### src/hw/rtl/kvrp_pkg.sv
// ----------------------------------------------------------------------------
// kvrp_pkg
// Shared types and constants of the cache text reply parser.
// ----------------------------------------------------------------------------
package kvrp_pkg;

  // Parse phases, one-hot.
  typedef enum logic [14:0] {
    PH_START   = 15'h0001,
    PH_LEAD    = 15'h0002,
    PH_SKIP    = 15'h0004,
    PH_KEY     = 15'h0008,
    PH_FLAGS   = 15'h0010,
    PH_LENGTH  = 15'h0020,
    PH_CASLF   = 15'h0040,
    PH_CAS     = 15'h0080,
    PH_LF      = 15'h0100,
    PH_DATA    = 15'h0200,
    PH_TRAILER = 15'h0400,
    PH_TEXT    = 15'h0800,
    PH_ERRLINE = 15'h1000,
    PH_NUMBER  = 15'h2000,
    PH_NUMTAIL = 15'h4000
  } phase_t;

  // Keyword kinds.
  localparam logic [3:0] KW_VALUE      = 4'd0;
  localparam logic [3:0] KW_VERSION    = 4'd1;
  localparam logic [3:0] KW_END        = 4'd2;
  localparam logic [3:0] KW_EXISTS     = 4'd3;
  localparam logic [3:0] KW_OK         = 4'd4;
  localparam logic [3:0] KW_STORED     = 4'd5;
  localparam logic [3:0] KW_STAT       = 4'd6;
  localparam logic [3:0] KW_DELETED    = 4'd7;
  localparam logic [3:0] KW_MISS       = 4'd8;
  localparam logic [3:0] KW_NOSTORE    = 4'd9;
  localparam logic [3:0] KW_TOUCHED    = 4'd10;
  // Error line kinds, kept in the keyword kind register.
  localparam logic [3:0] KW_ERR_CLIENT = 4'd1;
  localparam logic [3:0] KW_ERR_SERVER = 4'd2;

  // Event codes.
  localparam logic [3:0] EV_NONE    = 4'd0;
  localparam logic [3:0] EV_KEY     = 4'd1;
  localparam logic [3:0] EV_HEADER  = 4'd2;
  localparam logic [3:0] EV_DATA    = 4'd3;
  localparam logic [3:0] EV_VALUE   = 4'd4;
  localparam logic [3:0] EV_STATUS  = 4'd5;
  localparam logic [3:0] EV_END     = 4'd6;
  localparam logic [3:0] EV_NUMBER  = 4'd7;
  localparam logic [3:0] EV_VERSION = 4'd8;
  localparam logic [3:0] EV_STAT    = 4'd9;
  localparam logic [3:0] EV_LINE    = 4'd10;
  localparam logic [3:0] EV_ERROR   = 4'd11;

  // Error kinds.
  localparam logic [1:0] ERR_NONE   = 2'd0;
  localparam logic [1:0] ERR_CLIENT = 2'd1;
  localparam logic [1:0] ERR_SERVER = 2'd2;
  localparam logic [1:0] ERR_LEAD   = 2'd3;

  // One result word.
  typedef struct packed {
    logic [63:0] number_value;
    logic [63:0] cas_value;
    logic [31:0] value_length;
    logic [31:0] item_flags;
    logic [1:0]  error_kind;
    logic [2:0]  status_code;
    logic [7:0]  data_byte;
    logic [3:0]  event_res;
  } result_t;

  // Full keyword length in bytes.
  function automatic logic [3:0] kw_len(input logic [3:0] kind);
    case (kind)
      KW_VALUE:      kw_len = 4'd6;
      KW_VERSION:    kw_len = 4'd8;
      KW_END:        kw_len = 4'd5;
      KW_EXISTS:     kw_len = 4'd8;
      KW_OK:         kw_len = 4'd4;
      KW_STORED:     kw_len = 4'd8;
      KW_STAT:       kw_len = 4'd5;
      KW_DELETED:    kw_len = 4'd9;
      KW_MISS:       kw_len = 4'd11;
      KW_NOSTORE:    kw_len = 4'd12;
      KW_TOUCHED:    kw_len = 4'd9;
      default:       kw_len = 4'd0;
    endcase
  endfunction

  // Status code reported for a status keyword.
  function automatic logic [2:0] kw_status(input logic [3:0] kind);
    case (kind)
      KW_EXISTS:     kw_status = 3'd2;
      KW_OK:         kw_status = 3'd6;
      KW_DELETED:    kw_status = 3'd3;
      KW_MISS:       kw_status = 3'd4;
      KW_NOSTORE:    kw_status = 3'd1;
      KW_TOUCHED:    kw_status = 3'd5;
      default:       kw_status = 3'd0;
    endcase
  endfunction

endpackage

### src/hw/rtl/kv_cache_text_reply_parser_core.sv
// ----------------------------------------------------------------------------
// kv_cache_text_reply_parser_core
// Text reply parser for a key-value cache: one reply byte in, one result out.
// ----------------------------------------------------------------------------
//  Channel | Direction | Word
//  s_axis  | in        | rx_byte
//  m_axis  | out       | result fields (see m_axis_tdata)
//
// One byte is taken per cycle unless the output stalls; each gives one result in
// the next cycle from the output register. The byte decode and state update sit
// between the input handshake and that register. rst clears the parse state to
// line start. A stalled output holds its word; a new byte enters whenever the
// output register is empty or being read in the same cycle.
module kv_cache_text_reply_parser_core (
  input  logic         clk,
  input  logic         rst,
  input  logic         s_axis_tvalid,
  output logic         s_axis_tready,
  input  logic [7:0]   s_axis_tdata,  // [7:0] rx_byte
  output logic         m_axis_tvalid,
  input  logic         m_axis_tready,
  // [3:0] event_res, [11:4] data_byte, [14:12] status_code, [46:15] item_flags,
  // [78:47] value_length, [142:79] cas_value, [206:143] number_value,
  // [208:207] error_kind, [215:209] zero
  output logic [215:0] m_axis_tdata
);
  import kvrp_pkg::*;

  result_t res;
  result_t out_word;
  logic    take;

  assign s_axis_tready = !m_axis_tvalid || m_axis_tready;
  assign take = s_axis_tvalid && s_axis_tready;

  kvrp_step u_step (
    .clk     (clk),
    .rst     (rst),
    .en      (take),
    .rx_byte (s_axis_tdata),
    .res     (res)
  );

  // Output register.
  always_ff @(posedge clk) begin
    if (rst) begin
      m_axis_tvalid <= 1'b0;
    end else if (s_axis_tready) begin
      m_axis_tvalid <= s_axis_tvalid;
    end
  end

  always_ff @(posedge clk) begin
    if (take) out_word <= res;
  end

  assign m_axis_tdata = {7'd0, out_word.error_kind, out_word.number_value,
                         out_word.cas_value, out_word.value_length,
                         out_word.item_flags, out_word.status_code,
                         out_word.data_byte, out_word.event_res};

endmodule

### src/hw/rtl/kvrp_step.sv
// ----------------------------------------------------------------------------
// kvrp_step
// Parser state and the per-byte decode that forms one result word.
// ----------------------------------------------------------------------------
module kvrp_step (
  input  logic              clk,
  input  logic              rst,
  input  logic              en,
  input  logic [7:0]        rx_byte,
  output kvrp_pkg::result_t res
);
  import kvrp_pkg::*;

  phase_t      phase, phase_next;
  logic [3:0]  kind, kind_next;
  logic [3:0]  left, left_next;
  logic [7:0]  lead0, lead0_next;
  logic [63:0] accum, accum_next;
  logic [31:0] flags, flags_next;
  logic [31:0] length, length_next;
  logic [63:0] cas, cas_next;
  logic [32:0] bytes_left, bytes_left_next;

  logic        dig;
  logic [63:0] acc_dig;
  logic [63:0] digit;
  logic        hdr;
  logic [3:0]  left_dec;
  logic [32:0] bl_dec;

  assign dig     = (rx_byte >= 8'h30) && (rx_byte <= 8'h39);
  assign digit   = {60'd0, rx_byte[3:0]};
  assign acc_dig = (accum << 3) + (accum << 1) + digit;
  assign left_dec = (left != 4'd0) ? left - 4'd1 : left;
  assign bl_dec   = (bytes_left != 33'd0) ? bytes_left - 33'd1 : bytes_left;

  // Next-state and result decode.
  always_comb begin
    phase_next = phase;
    kind_next = kind;
    left_next = left;
    lead0_next = lead0;
    accum_next = accum;
    flags_next = flags;
    length_next = length;
    cas_next = cas;
    bytes_left_next = bytes_left;
    hdr = 1'b0;
    res = '0;
    case (phase)
      PH_START: begin
        lead0_next = rx_byte;
        left_next = 4'd1;
        if (rx_byte == "V" || rx_byte == "E" || rx_byte == "S" || rx_byte == "N") begin
          phase_next = PH_LEAD;
        end else if (rx_byte == "O") begin
          kind_next = KW_OK; left_next = kw_len(KW_OK) - 4'd1; phase_next = PH_SKIP;
        end else if (rx_byte == "D") begin
          kind_next = KW_DELETED; left_next = kw_len(KW_DELETED) - 4'd1;
          phase_next = PH_SKIP;
        end else if (rx_byte == "T") begin
          kind_next = KW_TOUCHED; left_next = kw_len(KW_TOUCHED) - 4'd1;
          phase_next = PH_SKIP;
        end else if (rx_byte == "C") begin
          kind_next = KW_ERR_CLIENT; phase_next = PH_ERRLINE;
        end else if (dig) begin
          accum_next = digit; phase_next = PH_NUMBER;
        end else begin
          res.event_res = EV_ERROR; res.error_kind = ERR_LEAD;
        end
      end
      PH_LEAD: begin
        if (left == 4'd0 || left > 4'd4) begin
          phase_next = PH_START;
        end else begin
          left_next = left + 4'd1;
          case (lead0)
            "V": begin
              if (rx_byte == "A") begin
                kind_next = KW_VALUE; left_next = kw_len(KW_VALUE) - 4'd2;
                phase_next = PH_SKIP;
              end else if (rx_byte == "E") begin
                kind_next = KW_VERSION; left_next = kw_len(KW_VERSION) - 4'd2;
                phase_next = PH_SKIP;
              end else begin
                res.event_res = EV_ERROR; res.error_kind = ERR_LEAD;
                phase_next = PH_START;
              end
            end
            "E": begin
              if (rx_byte == "R") begin
                kind_next = KW_ERR_CLIENT; phase_next = PH_ERRLINE;
              end else if (rx_byte == "N") begin
                kind_next = KW_END; left_next = kw_len(KW_END) - 4'd2;
                phase_next = PH_SKIP;
              end else if (rx_byte == "X") begin
                kind_next = KW_EXISTS; left_next = kw_len(KW_EXISTS) - 4'd2;
                phase_next = PH_SKIP;
              end else begin
                res.event_res = EV_ERROR; res.error_kind = ERR_LEAD;
                phase_next = PH_START;
              end
            end
            "S": begin
              if (left == 4'd1) begin
                if (rx_byte == "T") begin
                  phase_next = PH_LEAD;
                end else if (rx_byte == 8'h0A) begin
                  res.event_res = EV_ERROR; res.error_kind = ERR_SERVER;
                  phase_next = PH_START;
                end else begin
                  kind_next = KW_ERR_SERVER; phase_next = PH_ERRLINE;
                end
              end else if (rx_byte == "O") begin
                kind_next = KW_STORED; left_next = kw_len(KW_STORED) - 4'd3;
                phase_next = PH_SKIP;
              end else begin
                kind_next = KW_STAT; left_next = kw_len(KW_STAT) - 4'd3;
                phase_next = PH_SKIP;
              end
            end
            "N": begin
              if (left == 4'd4) begin
                if (rx_byte == "F") begin
                  kind_next = KW_MISS; left_next = kw_len(KW_MISS) - 4'd5;
                  phase_next = PH_SKIP;
                end else if (rx_byte == "S") begin
                  kind_next = KW_NOSTORE;
                  left_next = kw_len(KW_NOSTORE) - 4'd5;
                  phase_next = PH_SKIP;
                end else begin
                  res.event_res = EV_ERROR; res.error_kind = ERR_LEAD;
                  phase_next = PH_START;
                end
              end
            end
            default: phase_next = PH_START;
          endcase
        end
      end
      PH_SKIP: begin
        left_next = left_dec;
        if (left_dec == 4'd0) begin
          phase_next = PH_START;
          if (kind > KW_TOUCHED) begin
            phase_next = PH_START;
          end else if (kind == KW_VALUE) begin
            phase_next = PH_KEY;
          end else if (kind == KW_VERSION || kind == KW_STAT) begin
            phase_next = PH_TEXT;
          end else if (kind == KW_END) begin
            res.event_res = EV_END;
          end else begin
            res.event_res = EV_STATUS; res.status_code = kw_status(kind);
          end
        end
      end
      PH_KEY: begin
        if (rx_byte == " ") begin
          accum_next = '0; phase_next = PH_FLAGS;
        end else begin
          res.event_res = EV_KEY; res.data_byte = rx_byte;
        end
      end
      PH_FLAGS: begin
        if (dig) accum_next = acc_dig;
        else begin
          flags_next = accum[31:0]; accum_next = '0; phase_next = PH_LENGTH;
        end
      end
      PH_LENGTH: begin
        if (dig) accum_next = acc_dig;
        else begin
          length_next = accum[31:0]; accum_next = '0; phase_next = PH_CASLF;
        end
      end
      PH_CASLF: begin
        if (rx_byte == 8'h0A) begin
          cas_next = '0; hdr = 1'b1;
        end else if (dig) begin
          accum_next = digit; phase_next = PH_CAS;
        end else begin
          cas_next = '0; phase_next = PH_LF;
        end
      end
      PH_CAS: begin
        if (dig) accum_next = acc_dig;
        else begin
          cas_next = accum; phase_next = PH_LF;
        end
      end
      PH_LF: hdr = 1'b1;
      PH_DATA: begin
        res.event_res = EV_DATA; res.data_byte = rx_byte;
        bytes_left_next = bl_dec;
        if (bl_dec == 33'd0) begin
          left_next = 4'd2; phase_next = PH_TRAILER;
        end
      end
      PH_TRAILER: begin
        left_next = left_dec;
        if (left_dec == 4'd0) begin
          res.event_res = EV_VALUE; phase_next = PH_START;
        end
      end
      PH_TEXT: begin
        if (rx_byte == 8'h0A) begin
          res.event_res = EV_LINE; phase_next = PH_START;
        end else begin
          res.event_res = (kind == KW_VERSION) ? EV_VERSION : EV_STAT;
          res.data_byte = rx_byte;
        end
      end
      PH_ERRLINE: begin
        if (rx_byte == 8'h0A) begin
          res.event_res = EV_ERROR;
          res.error_kind = (kind == KW_ERR_SERVER) ? ERR_SERVER : ERR_CLIENT;
          phase_next = PH_START;
        end
      end
      PH_NUMBER: begin
        if (dig) accum_next = acc_dig;
        else begin
          res.event_res = EV_NUMBER; res.number_value = accum;
          phase_next = PH_NUMTAIL;
        end
      end
      PH_NUMTAIL: begin
        if (rx_byte == 8'h0A) phase_next = PH_START;
      end
      default: phase_next = PH_START;
    endcase

    // Header complete: arm the data block or go straight to the trailer.
    if (hdr) begin
      res.event_res = EV_HEADER;
      bytes_left_next = {1'b0, length};
      if (length == 32'd0) begin
        left_next = 4'd2; phase_next = PH_TRAILER;
      end else begin
        phase_next = PH_DATA;
      end
    end

    // Value events report the header as updated by this byte.
    if (res.event_res == EV_HEADER || res.event_res == EV_DATA ||
        res.event_res == EV_VALUE) begin
      res.item_flags = flags_next;
      res.value_length = length_next;
      res.cas_value = cas_next;
    end
  end

  // State registers.
  always_ff @(posedge clk) begin
    if (rst) begin
      phase <= PH_START;
      kind <= '0;
      left <= '0;
      lead0 <= '0;
      accum <= '0;
      flags <= '0;
      length <= '0;
      cas <= '0;
      bytes_left <= '0;
    end else if (en) begin
      phase <= phase_next;
      kind <= kind_next;
      left <= left_next;
      lead0 <= lead0_next;
      accum <= accum_next;
      flags <= flags_next;
      length <= length_next;
      cas <= cas_next;
      bytes_left <= bytes_left_next;
    end
  end

endmodule
### config.mk
export PLATFORM = sky130hd
export DESIGN_NAME = kv_cache_text_reply_parser_core
export DESIGN_NICKNAME = d
export VERILOG_FILES = /design/src/hw/rtl/kvrp_pkg.sv /design/src/hw/rtl/kv_cache_text_reply_parser_core.sv /design/src/hw/rtl/kvrp_step.sv
export SDC_FILE = /design/constraint.sdc
export NUM_CORES = 1
export LEC_CHECK = 0
export BUFFER_PORTS_ARGS = -buffer_cell sky130_fd_sc_hd__buf_4
export CAP_MARGIN = 20
export CORE_ASPECT_RATIO = 1.1
export CORE_MARGIN = 4
export CORE_UTILIZATION = 40
export DETAILED_ROUTE_END_ITERATION = 8
export GPL_TIMING_DRIVEN = 0
export PLACE_DENSITY_LB_ADDON = 0.05
export SLEW_MARGIN = 20
export SYNTH_ARGS = -nofsm -noshare
export SYNTH_HDL_FRONTEND = slang
export SYNTH_SLANG_ARGS = --single-unit
### constraint.sdc
create_clock -name clk -period 11.5 [get_ports clk]
set_clock_uncertainty 0.15 [all_clocks]
set_input_delay 1.15 -clock clk [delete_from_list [all_inputs] [get_ports clk]]
set_output_delay 1.15 -clock clk [all_outputs]
set_load 0.1 [all_outputs]
==> metrics.txt, run 1 <==
RSZ-0062 raised after global routing false; worst path required time 11.71 ns; EDFF count, synth 209; DR WL/cell 21.70 um; Die Ht 269.6 um; drt pass-1 iters 5; Slew HR 18.45%; Inst Count DP 3,897; vias 22,885; DPL Wire Length 63,750 um; Synth cell types 84; Critical path buffers and inverters 3; clk sink count 466; P_leak 11.34 nW; Final Hold Viols 0; MaxCap Viol Count 0; worst slack, placed 5.199 ns; final-layout fill cell count 6,083; initial antenna violation count 3; Post-synth top flop dfxtp_1; Layout Cells excl Fill 3,994; H-Tree Depth 2; CP cell instances buf_4, nor3b_1, nor2b_1, nand3_1, and3_1, and2_1, a22o_1, nor4_1, o311ai_0, o21a_1, a211o_1, clkbuf_2, clkbuf_1, a21oi_1; std cell rows 95; worst-case vdd ir drop 0.0001121 V; initial core utilization 40.59%; # nets final 3,267; run status finished clean; GR Overflow Total 0; vias in the first global route 21,768; Syn Area/Cell 8.765 um2; type of origin of the critical path input port; largest net degree at the start of global routing 56; final number of max-transition violations 0; area grow syn2layout 18.18%; fin crit share 50.06%; Seq cells post-synth 466; clock buffer depth 3; ys async rst share 0%; cts hold-fix bufs 0; Final Critical Period 5.756 ns; total power 4.001 mW; share of cells above drive strength 1 11.61%; IO Pins 230; CP max stage delay 0.72 ns; pwr dens 136.0 mW/mm2; Mapped Cells 2,840; number of I/O port buffers 220; clk root buf clkbuf_16; CTS buffer count 51; CTS tree built; Worst-path clk slew 0.06 ns; Post-CTS Setup Repair Bufs 0; Yosys warnings 0; overall routing resource usage 25.22%; routed vias/inst 5.730; sequential fraction of the synthesis area 45.88%; Final WS setup 5.744 ns; CP top delay family simple AND/OR/NAND/NOR gates; count of final setup violators 0; worst hold path class flop to flop; CP Capture Type flop; # DRC 0; Routed Antenna Nets 0; clk_lat worst skew 0.61 ns; Max Freq 173.7 MHz; Crit Path Category input port to flop; Slew @ Worst Pin 1.223 ns; cell area after synthesis 0.02489 mm2; first-pass GRT wire length 132,200 um; post_cts resized 0; Hold WS 0.3078 ns; arrival time at the worst endpoint 5.97 ns; Die X 245.9 um; Routability Congestion 0.9055; core region area 0.06133 mm2; peak fanout along the critical path 10; DRT iter0 DRCs 1,771; Post-Route WL 86,660 um; die area 0.06629 mm2; Max stage delay cell, worst path nor3b_1
[cell usage in the layout, fill, tap and decap left out, types with 9 or more instances in the layout]
cell type | netlist | layout
nand2_1 | 427 | 427
a211oi_1 | 26 | 26
buf_4 | 7 | 228
xnor2_1 | 38 | 38
o21ai_0 | 113 | 113
nand4_1 | 29 | 29
nor3b_1 | 20 | 19
o22ai_1 | 13 | 13
nand3_1 | 64 | 64
o21bai_1 | 14 | 14
a21oi_1 | 304 | 304
a21o_1 | 36 | 36
nor4_1 | 34 | 31
and2_1 | 11 | 11
clkbuf_1 | 211 | 212
nor3_1 | 40 | 40
edfxtp_1 | 209 | 209
dfxtp_1 | 257 | 257
a31oi_1 | 16 | 16
nand2b_1 | 23 | 23
or3_1 | 25 | 25
nor2_1 | 296 | 295
xor2_1 | 29 | 29
nor2b_1 | 26 | 26
a22oi_1 | 147 | 147
ha_1 | 127 | 127
or3b_2 | 12 | 12
inv_1 | 45 | 45
mux2i_1 | 9 | 9
clkinv_2 | 0 | 13
clkbuf_16 | 0 | 52
and3_1 | 82 | 82
[logic make-up (layout without fill, tap and decap cells)]
kind of cell | after synthesis | after routing | synth area share (%)
AND/OR/NAND/NOR | 1138 | 1138 | 21.47
AO/OA/AOI/OAI | 757 | 757 | 19.05
flip-flops | 466 | 466 | 45.88
buffers and inverters | 273 | 596 | 4.328
adder cells (fa/ha/maj) | 129 | 129 | 6.544
XOR/XNOR | 67 | 67 | 2.357
multiplexers | 9 | 9 | 0.3619
other | 1 | 8 | 0.01506
[registers in the layout, indices dropped and copies added, names as in the netlist]
signal	count
u_step.length	32
u_step.accum	64
u_step.left	4
u_step.phase	15
u_step.kind	4
u_step.cas	64
u_step.flags	32
m_axis_tdata	209
u_step.lead0	8
m_axis_tvalid	1
u_step.bytes_left	33
[cell type report]
type	instances	area [um2]	share of cell area [%]
diodes	1	2.502	0.008506
plain buffers	228	918.4	3.122
clock buffers	63	1383	4.700
clock inverters	33	267.8	0.9102
inverters	45	168.9	0.5742
multi-input cells	2107	12440	42.30
flip-flops and latches	466	11420	38.82
well taps	824	1031	3.505
repair buffers	227	1782	6.056
[synthesized netlist by cell type (11+ instances only)]
library cell | instances | area, um2
a21oi_1 | 304 | 1521
o22ai_1 | 13 | 81.33
xor2_1 | 29 | 254.0
and3_1 | 82 | 513.0
dfxtp_1 | 257 | 5145
nand2b_1 | 23 | 143.9
nand3_1 | 64 | 320.3
xnor2_1 | 38 | 332.8
o21bai_1 | 14 | 105.1
inv_1 | 45 | 168.9
nor3b_1 | 20 | 150.1
a211oi_1 | 26 | 195.2
clkbuf_1 | 211 | 792.0
and2_1 | 11 | 68.82
or3b_2 | 12 | 105.1
nor4_1 | 34 | 212.7
nor2_1 | 296 | 1111
nand4_1 | 29 | 181.4
edfxtp_1 | 209 | 6276
ha_1 | 127 | 1589
nor2b_1 | 26 | 162.7
a21o_1 | 36 | 270.3
a22oi_1 | 147 | 1104
a31oi_1 | 16 | 100.1
nand2_1 | 427 | 1603
o21ai_0 | 113 | 565.5
nor3_1 | 40 | 200.2
or3_1 | 25 | 156.4
[worst paths after layout]
| path | to | startpoint | slack [ns] | cells after the start |
|---|---|---|---|---|
| setup / recovery | m_axis_tdata[57] | s_axis_tdata[7] | 5.74 | 14 |
| hold / removal | u_step.flags[23] | u_step.flags[23] | 0.31 | 2 |
| setup reg to reg | m_axis_tdata[122] | u_step.phase[6] | 5.85 | 14 |
| hold reg to reg | u_step.flags[23] | u_step.flags[23] | 0.31 | 2 |
[report_power, final]
group          internal [mW]  switching, mW  total, mW
Sequential              1.77         0.0187       1.79
Combinational         0.0992          0.465      0.564
Clock                  0.926          0.721       1.65
[through the flow]
step	setup TNS (ns)	util [%]	area, um2
detailed placement	0	45.27	27770
finish	0	47.96	29420
floorplan	0	-	24920
global route	0	47.96	29420
CTS	0	47.96	29420
global placement	-300.31	45.00	27600
[layer usage]
| metal | up-vias | GRT usage (%) | wire [um] |
|---|---|---|---|
| li1 | 10827 | - | - |
| met4 | 2 | 7.884 | 2921 |
| met2 | 822 | 40.81 | 39780 |
| met1 | 11088 | 34.88 | 38210 |
| met5 | - | 0 | 13 |
| met3 | 146 | 3.826 | 5730 |
[tightest hold or removal path: stages (launching register included)]
cell and delay, ns:
dfxtp_1 0.31, nand2_1 0.05, a21oi_1 0.05
No activity file was read; power rests on OpenSTA's default activity.
==> run 2, diff against run 1 <==
Clock period 11.5 ns to 5.8 ns, I/O delays scaled along.
==> run 2 against run 1 <==
  * Combinational power increased by 97%
  * Routed wire length increased by 0.18%
  * Power increased by 97%
  * Setup slack got worse by 5.5 ns
  * Worst hold slack got worse by 0.21 ns
  * Register-to-register slack got worse by 5.6 ns
  * Non-clock buffer count decreased by 1
  * Cell count about the same
  * Clock power increased by 95%
  * Critical path type is now flop to flop
  * Largest cell class unchanged
==> metrics.txt, run 2 (synthesis gave the netlist of run 1 again) <==
IO Pins 230 (unchanged); Crit Path Category flop to flop (was input port to flop); core region area 0.06133 mm2 (unchanged); CP cell instances clkbuf_1, nor4_1, nand4_1, nor3b_1, and3_1, and2_1, a22o_1, nor4_1, o311ai_0, o21a_1, a211o_1, clkbuf_1, buf_1, nor2_1 (was buf_4, nor3b_1, nor2b_1, nand3_1, and3_1, and2_1, a22o_1, nor4_1, o311ai_0, o21a_1, a211o_1, clkbuf_2, clkbuf_1, a21oi_1); overall routing resource usage 25.31% (was 25.22%); Internal 5.536 mW (was 2.796 mW); Clock power frac 40.8% (was 41.1%); worst slack, placed 0.01056 ns (was 5.199 ns); CP Capture Type flop (unchanged); Final Critical Period 5.564 ns; most frequent cells in the layout nand2_1 (427), a21oi_1 (304), nor2_1 (295) (unchanged); Final Hold Viols 0 (unchanged); vias in the first global route 21,754 (was 21,768); worst r2r path cells 14 (unchanged); n_diodes 0 (was 1); DRT iter0 DRCs 1,731 (was 1,771); type of origin of the critical path flop (was input port); Die X 245.9 um (unchanged); logic gate share of total power 14.1% (about the same); area grow syn2layout 17.97% (was 18.18%); run status finished clean (unchanged); Layout Cells excl Fill 3,991 (was 3,994); NetSw 2.335 mW (was 1.204 mW); met2 wire len 39,920 um (was 39,780 um); clk root buf clkbuf_16 (unchanged); routed vias/inst 5.698 (was 5.730); MaxCap Viol Count 0 (unchanged); DPL Wire Length 63,940 um (was 63,750 um); M1 WL 38,270 um (was 38,210 um); Slew @ Worst Pin 1.221 ns (was 1.223 ns); Switching Share 29.66% (was 30.10%); worst path required time 5.97 ns (was 11.71 ns); P_leak 11.31 nW (was 11.34 nW); Routability Congestion 0.9133 (was 0.9055); count of final setup violators 0 (unchanged); final number of max-transition violations 0 (unchanged); H-Tree Depth 2 (unchanged); GR Overflow Total 0 (unchanged); fin crit share 95.93%; max reg flops 209 (unchanged); post_cts resized 0 (unchanged); Slew HR 18.57% (was 18.45%); post-layout utilization of the core 47.88% (was 47.96%); worst hold path class input port to flop (was flop to flop); # DRC 0 (unchanged); CTS buffer count 51 (unchanged); initial antenna violation count 3 (unchanged); vias 22,742 (was 22,885); pwr dens 268.0 mW/mm2 (was 136.0 mW/mm2); share of cells above drive strength 1 11.49% (was 11.61%); most common cell after layout, fill and taps aside nand2_1 (unchanged); clock buffer depth 3 (unchanged); Worst-path clk slew 0.06 ns (about the same); die area 0.06629 mm2 (unchanged); worst-case vdd ir drop 0.0002175 V (was 0.0001121 V); initial core utilization 40.59% (unchanged); peak fanout along the critical path 10 (unchanged); arrival time at the worst endpoint 5.73 ns (was 5.97 ns); CP max stage delay 0.90 ns (was 0.72 ns); CTS tree built (unchanged); Hold Path Stages 3 (was 2); total power 7.870 mW (was 4.001 mW); Inst Count DP 3,895 (was 3,897); largest net degree at the start of global routing 132 (was 56); number of I/O port buffers 220 (unchanged); Routed Antenna Nets 0 (unchanged); first-pass GRT wire length 132,300 um (was 132,200 um); RSZ-0062 raised after global routing false (unchanged); Max stage delay cell, worst path clkbuf_1 (was nor3b_1); Max Freq 179.7 MHz; Seq pwr share 45.1% (was 44.8%); drt pass-1 iters 6 (was 5); clk_lat worst skew 0.61 ns (about the same); Post-Route WL 86,810 um (was 86,660 um); top sig layer met5 (unchanged); met3 routed WL 5590 um (was 5730 um); cts hold-fix bufs 0 (unchanged); # nets final 3,266 (was 3,267); Final WS setup 0.2359 ns (was 5.744 ns); Hold WS 0.1012 ns (was 0.3078 ns); std cell rows 95 (unchanged); clk sink count 466 (unchanged); final-layout fill cell count 6,043 (was 6,083); Die Ht 269.6 um (unchanged); Post-CTS Setup Repair Bufs 0 (unchanged); DR WL/cell 21.75 um (was 21.70 um)
## run 2: cell count changes in the layout (fill, tap and decap cells not counted), moves of 2 or more
cell      before  now
buf_16         3    1
clkbuf_1     212  214
clkinv_4       3    0
buf_4        228  230
## run 2: layout make-up
class                      instances  area [um2]  area share [%]
timing repair buffer             226        1732           5.897
clock buffer                      66        1394           4.746
multi-input combinational       2107       12450           42.39
inverter                          45       168.9          0.5752
clock inverter                    29       234.0          0.7967
sequential                       466       11420           38.89
buffer                           228       937.1           3.191
tap                              824        1031           3.511
## run 2: final timing paths
check / slack, ns / from / to
worst max-delay path: 0.24 / u_step.phase[6] / m_axis_tdata[122]
worst min-delay path: 0.10 / s_axis_tvalid / m_axis_tvalid
worst max register to register: 0.24 / u_step.phase[6] / m_axis_tdata[122]
worst min register to register: 0.30 / u_step.flags[22] / u_step.flags[22]
## run 2: layer usage
layer	vias to the layer above	track usage, %
met4	2	8.317
met3	149	4.183
li1	10827	-
met2	765	40.74
met5	-	0
met1	10999	34.80
## run 2: power by group through the flow
stage               sequential [mW]  clock [mW]  combinational [mW]
global placement               3.63           0                1.10
detailed placement             3.62           0                1.11
global route                   3.56        3.42                1.15
CTS                            3.55        3.29                1.11
finish                         3.55        3.21                1.11
floorplan                      4.16           0               0.288
## run 2: worst max-delay path: cells and delay by family, from the launching register on
kind / cells / cell delay, ns
AOI/OAI and AO/OA: 4 / 0.76
buffers and inverters: 3 / 1.56
DFF: 1 / 0.29
and+or+nand+nor: 7 / 2.52
## run 2: through the flow
stage / TNS, ns / area [um2]
final: 0 / 29370
after global routing: 0 / 29370
after CTS: 0 / 29350
after detailed placement: 0 / 27720
after global placement: -11.33 / 27600
after floorplan: 0 / 24920
